==> src/hdl/gf2i_pkg.sv <==
package gf2i_pkg;

    // Widths fixed by the row and result fields.
    localparam int ROW_W     = 32;
    localparam int ROW_IDX_W = $clog2(ROW_W);
    localparam int CFG_W     = 6;
    localparam int NUM_W     = 5;

    // Largest matrix that the row stores hold.
    localparam int MAX_SIZE = 32;
    localparam int ROW_CAP  = (MAX_SIZE < ROW_W) ? MAX_SIZE : ROW_W;
    localparam int ADDR_W   = (ROW_CAP > 1) ? $clog2(ROW_CAP) : 1;
    localparam int CNT_W    = $clog2(ROW_CAP + 1);

    // Result of the shared row unit for one target row.
    typedef struct packed {
        logic              hit;
        logic [ROW_W-1:0]  work_x;
        logic [ROW_W-1:0]  ident_x;
    } t_alu_res;

    // Size in use: zero acts as one, anything above the capacity acts as the capacity.
    function automatic logic [CNT_W-1:0] eff_size(input logic [CFG_W-1:0] cfg);
        logic [CNT_W-1:0] n;
        if (cfg == '0) begin
            n = CNT_W'(1);
        end else if (int'(cfg) > ROW_CAP) begin
            n = CNT_W'(ROW_CAP);
        end else begin
            n = CNT_W'(cfg);
        end
        return n;
    endfunction

    // Ones in the columns below the size.
    function automatic logic [ROW_W-1:0] size_mask(input logic [CNT_W-1:0] n);
        logic [ROW_W-1:0] m;
        for (int j = 0; j < ROW_W; j++) begin
            m[j] = (j < int'(n));
        end
        return m;
    endfunction

endpackage

==> src/hdl/gf2i_row_alu.sv <==
module gf2i_row_alu (
    input  logic [gf2i_pkg::ROW_W-1:0]  i_piv_work,
    input  logic [gf2i_pkg::ROW_W-1:0]  i_piv_ident,
    input  logic [gf2i_pkg::ROW_W-1:0]  i_tgt_work,
    input  logic [gf2i_pkg::ROW_W-1:0]  i_tgt_ident,
    input  logic [gf2i_pkg::ADDR_W-1:0] i_col,
    output gf2i_pkg::t_alu_res          o_res
);

    logic [gf2i_pkg::ROW_IDX_W-1:0] col_idx;

    // Test the target row at the pivot column and form the eliminated rows.
    always_comb begin
        col_idx       = gf2i_pkg::ROW_IDX_W'(i_col);
        o_res.hit     = i_tgt_work[col_idx];
        o_res.work_x  = i_tgt_work ^ i_piv_work;
        o_res.ident_x = i_tgt_ident ^ i_piv_ident;
    end

endmodule

==> src/hdl/gf2_matrix_inverse.sv <==
// Channel   | Direction | Signals                                        | Beat
// ----------+-----------+------------------------------------------------+-------------------------
// row in    | in        | start, busy, i_row_bits                        | start high, busy low
// result    | out       | o_result_valid, o_inverse_row, o_row_number,   | one-cycle strobe
//           |           | o_invertible, o_last_result                    |
// config    | in        | i_cfg_valid, o_cfg_ready, i_cfg_data           | valid and ready high
//
// Rows load one per cycle while busy is low; after the n-th row the block is busy while it
// eliminates and emits. All row traffic goes through the single read port of the row stores:
// each pivot column reads the pivot row, searches the rows below and swaps if its bit is
// clear, then reads every row and rewrites those with the bit set. Results come out through
// alternating read and output states and cannot be stalled. Synchronous active-low reset
// sets the size to 32 and empties the load count; the row stores need no reset.
module gf2_matrix_inverse (
    input  logic                          i_clk,
    input  logic                          i_rst_n,
    input  logic                          start,
    output logic                          busy,
    input  logic [gf2i_pkg::ROW_W-1:0]    i_row_bits,
    output logic                          o_result_valid,
    output logic [gf2i_pkg::ROW_W-1:0]    o_inverse_row,
    output logic [gf2i_pkg::NUM_W-1:0]    o_row_number,
    output logic                          o_invertible,
    output logic                          o_last_result,
    input  logic                          i_cfg_valid,
    output logic                          o_cfg_ready,
    input  logic [gf2i_pkg::CFG_W-1:0]    i_cfg_data
);

    typedef enum logic [3:0] {
        S_LOAD,
        S_PIV_RD,
        S_PIV_CK,
        S_SRCH_RD,
        S_SRCH_CK,
        S_SWAP_P,
        S_EL_RD,
        S_EL_WR,
        S_OUT_RD,
        S_OUT_WR
    } t_state;

    t_state                          r_state;
    logic [gf2i_pkg::ADDR_W-1:0]     r_last;
    logic [gf2i_pkg::ROW_W-1:0]      r_mask;
    logic [gf2i_pkg::ADDR_W-1:0]     r_load_cnt;
    logic [gf2i_pkg::ADDR_W-1:0]     r_col;
    logic [gf2i_pkg::ADDR_W-1:0]     r_row;
    logic [gf2i_pkg::ROW_W-1:0]      r_piv_w;
    logic [gf2i_pkg::ROW_W-1:0]      r_piv_i;
    logic [gf2i_pkg::ROW_W-1:0]      r_swp_w;
    logic [gf2i_pkg::ROW_W-1:0]      r_swp_i;
    logic [gf2i_pkg::ROW_W-1:0]      r_rd_w;
    logic [gf2i_pkg::ROW_W-1:0]      r_rd_i;
    logic                            r_out_valid;
    logic [gf2i_pkg::ROW_W-1:0]      r_out_row;
    logic [gf2i_pkg::NUM_W-1:0]      r_out_num;
    logic                            r_out_inv;
    logic                            r_out_last;

    // Work and identity row stores.
    logic [gf2i_pkg::ROW_W-1:0]      mem_w [gf2i_pkg::ROW_CAP];
    logic [gf2i_pkg::ROW_W-1:0]      mem_i [gf2i_pkg::ROW_CAP];

    logic                            we;
    logic [gf2i_pkg::ADDR_W-1:0]     wa;
    logic [gf2i_pkg::ROW_W-1:0]      wd_w;
    logic [gf2i_pkg::ROW_W-1:0]      wd_i;
    logic [gf2i_pkg::ADDR_W-1:0]     rd_addr;
    logic                            row_acc;
    logic                            cfg_acc;
    logic [gf2i_pkg::CNT_W-1:0]      n_size;
    gf2i_pkg::t_alu_res              alu;

    assign busy        = (r_state != S_LOAD);
    assign o_cfg_ready = !busy;
    assign row_acc     = start && !busy;
    assign cfg_acc     = i_cfg_valid && o_cfg_ready;
    assign n_size      = gf2i_pkg::eff_size(i_cfg_data);

    assign o_result_valid = r_out_valid;
    assign o_inverse_row  = r_out_row;
    assign o_row_number   = r_out_num;
    assign o_invertible   = r_out_inv;
    assign o_last_result  = r_out_last;

    // Shared row unit: pivot test and row XOR against the row just read.
    gf2i_row_alu u_alu (
        .i_piv_work  (r_piv_w),
        .i_piv_ident (r_piv_i),
        .i_tgt_work  (r_rd_w),
        .i_tgt_ident (r_rd_i),
        .i_col       (r_col),
        .o_res       (alu)
    );

    // Store write and read address selection.
    always_comb begin
        we      = 1'b0;
        wa      = r_row;
        wd_w    = r_rd_w;
        wd_i    = r_rd_i;
        rd_addr = r_row;
        unique case (r_state)
            S_LOAD: begin
                we   = row_acc;
                wa   = r_load_cnt;
                wd_w = i_row_bits & r_mask;
                wd_i = gf2i_pkg::ROW_W'(1) << r_load_cnt;
            end
            S_PIV_RD: begin
                rd_addr = r_col;
            end
            S_SRCH_CK: begin
                // The found row moves up into the pivot place.
                we = alu.hit;
                wa = r_col;
            end
            S_SWAP_P: begin
                we   = 1'b1;
                wa   = r_row;
                wd_w = r_swp_w;
                wd_i = r_swp_i;
            end
            S_EL_WR: begin
                we   = alu.hit && (r_row != r_col);
                wa   = r_row;
                wd_w = alu.work_x;
                wd_i = alu.ident_x;
            end
            default: begin
            end
        endcase
    end

    // Row stores with registered read data.
    always_ff @(posedge i_clk) begin
        if (we) begin
            mem_w[wa] <= wd_w;
            mem_i[wa] <= wd_i;
        end
        r_rd_w <= mem_w[rd_addr];
        r_rd_i <= mem_i[rd_addr];
    end

    // Sequencer: load, pivot search and swap, elimination, result output.
    always_ff @(posedge i_clk) begin
        if (!i_rst_n) begin
            r_state     <= S_LOAD;
            r_last      <= gf2i_pkg::ADDR_W'(gf2i_pkg::eff_size(gf2i_pkg::CFG_W'(32)) - 1'b1);
            r_mask      <= gf2i_pkg::size_mask(gf2i_pkg::eff_size(gf2i_pkg::CFG_W'(32)));
            r_load_cnt  <= '0;
            r_col       <= '0;
            r_row       <= '0;
            r_out_valid <= 1'b0;
        end else begin
            r_out_valid <= 1'b0;
            unique case (r_state)
                S_LOAD: begin
                    if (row_acc) begin
                        if (r_load_cnt == r_last) begin
                            r_load_cnt <= '0;
                            r_col      <= '0;
                            r_state    <= S_PIV_RD;
                        end else begin
                            r_load_cnt <= r_load_cnt + 1'b1;
                        end
                    end
                    if (cfg_acc) begin
                        r_last     <= gf2i_pkg::ADDR_W'(n_size - 1'b1);
                        r_mask     <= gf2i_pkg::size_mask(n_size);
                        r_load_cnt <= '0;
                    end
                end
                S_PIV_RD: begin
                    r_state <= S_PIV_CK;
                end
                S_PIV_CK: begin
                    r_piv_w <= r_rd_w;
                    r_piv_i <= r_rd_i;
                    if (alu.hit) begin
                        r_row   <= '0;
                        r_state <= S_EL_RD;
                    end else if (r_col == r_last) begin
                        r_out_valid <= 1'b1;
                        r_out_row   <= '0;
                        r_out_num   <= '0;
                        r_out_inv   <= 1'b0;
                        r_out_last  <= 1'b1;
                        r_state     <= S_LOAD;
                    end else begin
                        r_row   <= r_col + 1'b1;
                        r_state <= S_SRCH_RD;
                    end
                end
                S_SRCH_RD: begin
                    r_state <= S_SRCH_CK;
                end
                S_SRCH_CK: begin
                    if (alu.hit) begin
                        // Old pivot row goes down to the found place next cycle.
                        r_swp_w <= r_piv_w;
                        r_swp_i <= r_piv_i;
                        r_piv_w <= r_rd_w;
                        r_piv_i <= r_rd_i;
                        r_state <= S_SWAP_P;
                    end else if (r_row == r_last) begin
                        r_out_valid <= 1'b1;
                        r_out_row   <= '0;
                        r_out_num   <= '0;
                        r_out_inv   <= 1'b0;
                        r_out_last  <= 1'b1;
                        r_state     <= S_LOAD;
                    end else begin
                        r_row   <= r_row + 1'b1;
                        r_state <= S_SRCH_RD;
                    end
                end
                S_SWAP_P: begin
                    r_row   <= '0;
                    r_state <= S_EL_RD;
                end
                S_EL_RD: begin
                    r_state <= S_EL_WR;
                end
                S_EL_WR: begin
                    if (r_row == r_last) begin
                        r_row <= '0;
                        if (r_col == r_last) begin
                            r_state <= S_OUT_RD;
                        end else begin
                            r_col   <= r_col + 1'b1;
                            r_state <= S_PIV_RD;
                        end
                    end else begin
                        r_row   <= r_row + 1'b1;
                        r_state <= S_EL_RD;
                    end
                end
                S_OUT_RD: begin
                    r_state <= S_OUT_WR;
                end
                S_OUT_WR: begin
                    r_out_valid <= 1'b1;
                    r_out_row   <= r_rd_i & r_mask;
                    r_out_num   <= gf2i_pkg::NUM_W'(r_row);
                    r_out_inv   <= 1'b1;
                    r_out_last  <= (r_row == r_last);
                    if (r_row == r_last) begin
                        r_state <= S_LOAD;
                    end else begin
                        r_row   <= r_row + 1'b1;
                        r_state <= S_OUT_RD;
                    end
                end
                default: begin
                    r_state <= S_LOAD;
                end
            endcase
        end
    end

endmodule

==> config.mk <==
export PLATFORM = sky130hd
export DESIGN_NAME = gf2_matrix_inverse
export DESIGN_NICKNAME = d
export VERILOG_FILES = /design/src/hdl/gf2i_pkg.sv /design/src/hdl/gf2i_row_alu.sv /design/src/hdl/gf2_matrix_inverse.sv
export SDC_FILE = /design/constraint.sdc
export NUM_CORES = 2
export LEC_CHECK = 0
export BUFFER_PORTS_ARGS = -buffer_cell sky130_fd_sc_hd__buf_2
export CORE_AREA = 2 2 374 413
export CTS_BUF_LIST = sky130_fd_sc_hd__clkbuf_8
export DETAILED_ROUTE_END_ITERATION = 8
export DIE_AREA = 0 0 376 415
export GPL_ROUTABILITY_DRIVEN = 1
export MAX_ROUTING_LAYER = met4
export PLACE_DENSITY = 0.79
export REMOVE_ABC_BUFFERS = 1
export SLEW_MARGIN = 20
export SYNTH_ARGS = -nofsm -noshare
export SYNTH_HDL_FRONTEND = slang
export SYNTH_HIERARCHICAL = 1
export SYNTH_SLANG_ARGS = --single-unit
==> constraint.sdc <==
create_clock -name i_clk -period 10.1 [get_ports i_clk]
set_clock_uncertainty 0.15 [all_clocks]
set_input_delay 2.525 -clock i_clk [delete_from_list [all_inputs] [get_ports i_clk]]
set_output_delay 2.525 -clock i_clk [all_outputs]
set_load 0.01 [all_outputs]
== Word level (Yosys, flattened, before mapping) ==
Memory sizes are Yosys's and may differ from the RTL's. A register that Yosys moved wholly into a read port is not among the register bits.
Cells that the tools add are included.

* Memory bits (writable): 2048
* Input bits: 42
* Memories kept: 2
* Logic and storage cells: 166
* Register bits: 224

* Shifts and indexed selects: 1
* Bitwise gates (word level): 4
* Add/sub/neg operators: 4
* Reduce and logical (&&, ||, !) cells: 20
* Order comparisons: 34
* Mux-type cells: 63
* Equal/unequal tests: 23

{| class="wikitable"
|+ Memory list
! memory !! depth !! bits a word !! read ports !! clocked after Yosys merged registers in !! wr ports !! line !! RTL
|-
| mem_i || 32 || 32 || 1 || 1 || 1 || gf2_matrix_inverse.sv:63 || <nowiki>logic [gf2i_pkg::ROW_W-1:0] mem_i [gf2i_pkg::ROW_CAP];</nowiki>
|-
| mem_w || 32 || 32 || 1 || 1 || 1 || gf2_matrix_inverse.sv:62 || <nowiki>logic [gf2i_pkg::ROW_W-1:0] mem_w [gf2i_pkg::ROW_CAP];</nowiki>
|}

{| class="wikitable"
|+ Operator list
! operator !! count
|-
| case mux 32 bit (3 select lines) || 3
|-
| two-way mux 32 bit || 6
|-
| case mux 32 bit (2 select lines) || 2
|-
| < comparator 5 x 6 -> 1 bit, first input constant || 16
|-
| two-way mux 5 bit || 16
|-
| bitwise AND 32 bit || 2
|-
| bitwise XOR 32 bit || 2
|-
| < comparator 4 x 6 -> 1 bit, first input constant || 8
|-
| case mux 4 bit (10 select lines) || 1
|-
| << shifter 1 x 5 -> 32 bit, first input constant || 1
|-
| case mux 5 bit (5 select lines) || 1
|-
| < comparator 3 x 6 -> 1 bit, first input constant || 4
|-
| two-way mux 4 bit || 5
|-
| case mux 5 bit (2 select lines) || 2
|-
| != test 2 bit, second input constant || 9
|-
| equality test 4 x 3 -> 1 bit, second input constant || 4
|-
| adder 5 x 1 -> 5 bit, second input constant || 3
|-
| equality test 5 bit || 3
|-
| two-way mux 1 bit || 15
|-
| case mux 5 bit (3 select lines) || 1
|-
| < comparator 1 x 6 -> 1 bit, first input constant || 2
|-
| < comparator 2 x 6 -> 1 bit, first input constant || 2
|-
| two-way mux 6 bit || 2
|-
| case mux 1 bit (3 select lines) || 3
|-
| 24 further kinds || 36
|}

== Depth between registers and ports, before layout ==
* Depth after elaboration: 6
* Gate-level depth with buffers: 14

== Modules after synthesis ==
Netlist, hierarchy kept.

{| class="wikitable"
|+ Modules (own cells, without submodules)
! module !! area each (um2) !! times used !! cells each
|-
| gf2_matrix_inverse || 89683.5 || 1 || 4590
|-
| gf2i_row_alu || 885.8 || 1 || 105
|}

== Worst setup path before layout ==
No wires, ideal clock.

* Path type: input to register
* Start: in start
* End: mem mem_i[13][0] (netlist name), enable pin
* Stages on the path: 6
* Arrival: 5.998 ns
* Path buffers: 0
* Slack: 3.465 ns
* Setup time: 0.487 ns
* Path through: nand2_1 > a211oi_1 > a31oi_1 > a211oi_1 > nand2_1 > nor2_1

* Longest elaborated chain between the ends: 4

{| class="wikitable"
|+ RTL lines
! element !! line !! RTL
|-
| from (decl) || gf2_matrix_inverse.sv:17 || <nowiki>input logic start,</nowiki>
|-
| logical AND 1 bit || gf2_matrix_inverse.sv:77 || <nowiki>assign row_acc = start && !busy;</nowiki>
|-
| case mux 1 bit (4 select lines) || gf2_matrix_inverse.sv:104 || <nowiki>unique case (r_state)</nowiki>
|-
| two-way mux 1 bit || gf2_matrix_inverse.sv:138 || <nowiki>if (we) begin</nowiki>
|-
| two-way mux 1 bit (not written as such) || gf2_matrix_inverse.sv:140 || <nowiki>mem_i[wa] <= wd_i;</nowiki>
|-
| to (decl) || gf2_matrix_inverse.sv:63 ||
|}

Every way passes these cells.

==> impl_metrics.json <==
{
  "run_status": "completed",
  "cp-start-kind": "flip-flop",
  "slowest_stage": "nor2_4",
  "dpl_cell_area_um2": 93300,
  "path_max_fanout": 39,
  "synth_cell_types": 70,
  "synth-seq-cells": 2336,
  "wl_mm": 228,
  "cts_tree": "built",
  "finalCritPeriodShare_pct": 60.3,
  "netlist_area_um2": 90600,
  "ant_nets": 0,
  "internal-power_w": 0.0144,
  "fin_nets": 5045,
  "gr-usage-all-layers_pct": 30.3,
  "fin_area_um2": 100000,
  "seq_area_um2": 68900,
  "clock_path_buffers": 4,
  "syn_to_final_growth_pct": 10.5,
  "postCtsHoldBufs": 0,
  "switchingPower_w": 0.00378,
  "setup_viol": 0,
  "period_minus_slack_ns": 6.09,
  "grt_max_degree": 143,
  "hp-class": "flip-flop to flip-flop",
  "num_io_pins": 84,
  "antenna_found_initial": 9,
  "grt_pass1_vias": 47611,
  "post_cts_buffers": 0,
  "gp_congestion": 0.923,
  "final_util_pct": 66.0,
  "drtPass1Iterations": 6,
  "pwr-share-comb_pct": 1.6,
  "clock.fmax_mhz": 164,
  "path_class": "flip-flop to flip-flop",
  "rows": 150,
  "hold_path_depth": 0,
  "wl_per_cell_um": 31.5,
  "p_clk_share_pct": 39.8,
  "core-area_um2": 152000,
  "die_h_um": 415,
  "crit_chain": "buf_4, mux2i_1, a22oi_1, nand4b_1, a21oi_1, a311o_1, o21ai_0, a211oi_1, a31oi_1, a211oi_1, nand2_1, nor2_4, buf_4",
  "cts_root_buf": "clkbuf_8",
  "relSlewSlack_pct": 23.6,
  "ys.flop_type": "edfxtp_1",
  "path_buf_inv": 2,
  "grt_setup_unrepaired": "no",
  "clock_latency_ns": 1.08,
  "clk_pin_slew_worst_paths_ns": 0.07,
  "max-vdd-ir-drop_mv": 0.136,
  "multiInputGateArea_um2": 20500,
  "final-instance-count-excl-fill": 7249,
  "drtIter0Drc": 7456,
  "synthArstFlopShare_pct": 0,
  "grt_overflow": 0,
  "p_leak_nw": 30.1,
  "ys_seq_area_share_pct": 76.1,
  "grt_pass1_wl_mm": 328,
  "vias_per_cell": 6.64,
  "io_buffers": 83,
  "yosys_warnings": 6,
  "postSynthAreaPerCell_um2": 19.3,
  "num_vias": 48151,
  "cpLargestDelayFamily": "simple AND/OR/NAND/NOR gates",
  "worst_slew_pin_slew_ns": 1.14,
  "dp.cells": 6609,
  "cellPowerDensity_nw_per_um2": 182,
  "cts-resized-gates": 0,
  "critPathCaptureType": "flip-flop",
  "swShare_pct": 20.8,
  "hold_viol_final": 0,
  "fillCellCount": 9381,
  "cp.required_ns": 10.60,
  "slowest_delay_ns": 1.08,
  "clock_sinks": 2336,
  "die_w_um": 376,
  "initial_utilization_pct": 59.7,
  "finalMaxSlewViolations": 0,
  "die-area_um2": 156000,
  "place_hpwl_mm": 125,
  "synth_edf_count": 2215,
  "drc": 0,
  "htreeDepth": 5,
  "syn-instance-count": 4695,
  "pwr-share-seq_pct": 58.5,
  "cts_made_buffers": 355,
  "arrival_ns": 6.59,
  "drive_gt1_share_pct": 23.3,
  "max-cap-violations": 0,
  "crit_cells": 13,
  "ff2ff_path_depth": 13
}
[cells in the final DEF, fill, tap and decap left out, types with 29 or more instances in the layout]
master	count
buf_4	111
a32oi_1	65
nand3_1	207
mux4_2	488
clkinv_2	30
mux2i_1	92
nand3_2	31
clkbuf_8	394
nor2_4	36
nor2_1	49
clkinv_1	65
xor2_1	75
a22oi_1	66
edfxtp_1	2215
o21ai_0	29
and3_1	101
o211ai_1	34
buf_2	83
dfxtp_1	121
inv_1	135
nand2_1	595
[per-stage QoR]
step	TNS [ns]	total power (W)	hold WS, ns	setup slack [ns]
after floorplan	-1.03	0.0110	0.281	-0.479
after global placement	0	0.0111	0.299	3.69
after detailed placement	0	0.0112	0.304	3.62
after CTS	0	0.0183	0.276	4.07
after global routing	0	0.0187	0.286	3.92
final	0	0.0182	0.269	4.01
[per-layer routing]
layer,up-vias,part of all wire (%),routed length (um),global-route usage (%)
li1,19592,-,-,-
met1,24704,36,82500,41.1
met2,3349,47,107000,44.8
met3,506,13,29600,8.16
met4,0,3.8,8740,10.9
met5,-,0,0,-
[sequential cells by signal, summed over array words and instances, names as in the netlist, 4 cells and up]
signal / cells
mem_i: 1024
mem_w: 1024
o_inverse_row: 32
o_row_number: 5
r_col: 5
r_last: 5
r_load_cnt: 5
r_mask: 32
r_piv_i: 32
r_piv_w: 32
r_rd_i: 32
r_rd_w: 32
r_row: 5
r_state: 4
r_swp_i: 32
r_swp_w: 32
[synthesized netlist by cell type, types with 3 or more instances]
cell | number | area, um2
edfxtp_1 | 2215 | 66500
nand2_1 | 596 | 2240
mux4_2 | 488 | 11000
nand3_1 | 238 | 1190
dfxtp_1 | 121 | 2420
clkbuf_1 | 107 | 402
and3_1 | 104 | 651
mux2i_1 | 94 | 941
nor2_1 | 85 | 319
xor2_1 | 75 | 657
buf_2 | 72 | 360
a22oi_1 | 66 | 495
a32oi_1 | 65 | 569
buf_6 | 51 | 574
o211ai_1 | 34 | 255
o21ai_0 | 29 | 145
a21oi_1 | 24 | 120
buf_1 | 22 | 82.6
nand4_1 | 17 | 106
xnor2_1 | 14 | 123
and2_1 | 13 | 81.3
inv_1 | 13 | 48.8
nor2b_1 | 13 | 81.3
ha_1 | 10 | 125
a311oi_1 | 9 | 78.8
a31oi_1 | 9 | 56.3
o311ai_0 | 9 | 78.8
nor3_1 | 8 | 40.0
buf_4 | 7 | 52.6
nand2b_1 | 7 | 43.8
a21boi_0 | 6 | 45.0
or3_1 | 6 | 37.5
a211oi_1 | 5 | 37.5
o211a_1 | 5 | 50.1
mux2_2 | 4 | 45.0
a221oi_1 | 3 | 26.3
a31o_2 | 3 | 26.3
buf_12 | 3 | 60.1
buf_8 | 3 | 45.0
o32ai_1 | 3 | 26.3
or2_2 | 3 | 18.8
[final timing paths]
check	end	start	slack (ns)
hold reg to reg	r_swp_i[15]$_DFFE_PP_	r_piv_i[15]$_DFFE_PP_	0.27
setup reg to reg	mem_i[9][6]$_DFFE_PP_	r_col[1]$_SDFFE_PN0P_	4.01
setup / recovery	mem_i[9][6]$_DFFE_PP_	r_col[1]$_SDFFE_PN0P_	4.01
hold / removal	r_swp_i[15]$_DFFE_PP_	r_piv_i[15]$_DFFE_PP_	0.27
[final cells by class]
cell class | count | area share, %
Sequential cell | 2336 | 68.9
Multi-Input combinational cell | 2079 | 20.5
Clock buffer | 394 | 5.42
Tap cell | 1976 | 2.47
Timing Repair Buffer | 207 | 1.54
Clock inverter | 233 | 1.13
Inverter | 14 | 0.0525
Antenna cell | 10 | 0.0250
[cells by family after synthesis]
group	Yosys count	share of synthesized area [%]
xor gates and xnor gates	89	0.861
adders and majority gates	10	0.138
and+or+nand+nor	1101	5.41
DFF	2336	76.1
buffers and inverters	280	1.80
muxes	587	13.2
AOI/OAI and AO/OA	292	2.44
[power groups by stage]
stage | Combinational (W) | Sequential [W] | Clock, W
2_1_floorplan | 0.000154 | 0.0108 | 0
3_3_place_gp | 0.000273 | 0.0109 | 0
3_5_place_dp | 0.000285 | 0.0109 | 0
4_1_cts | 0.000285 | 0.0107 | 0.00732
5_1_grt | 0.000313 | 0.0107 | 0.00772
6_report | 0.000296 | 0.0107 | 0.00726
No activity file was read; power rests on OpenSTA's default activity.
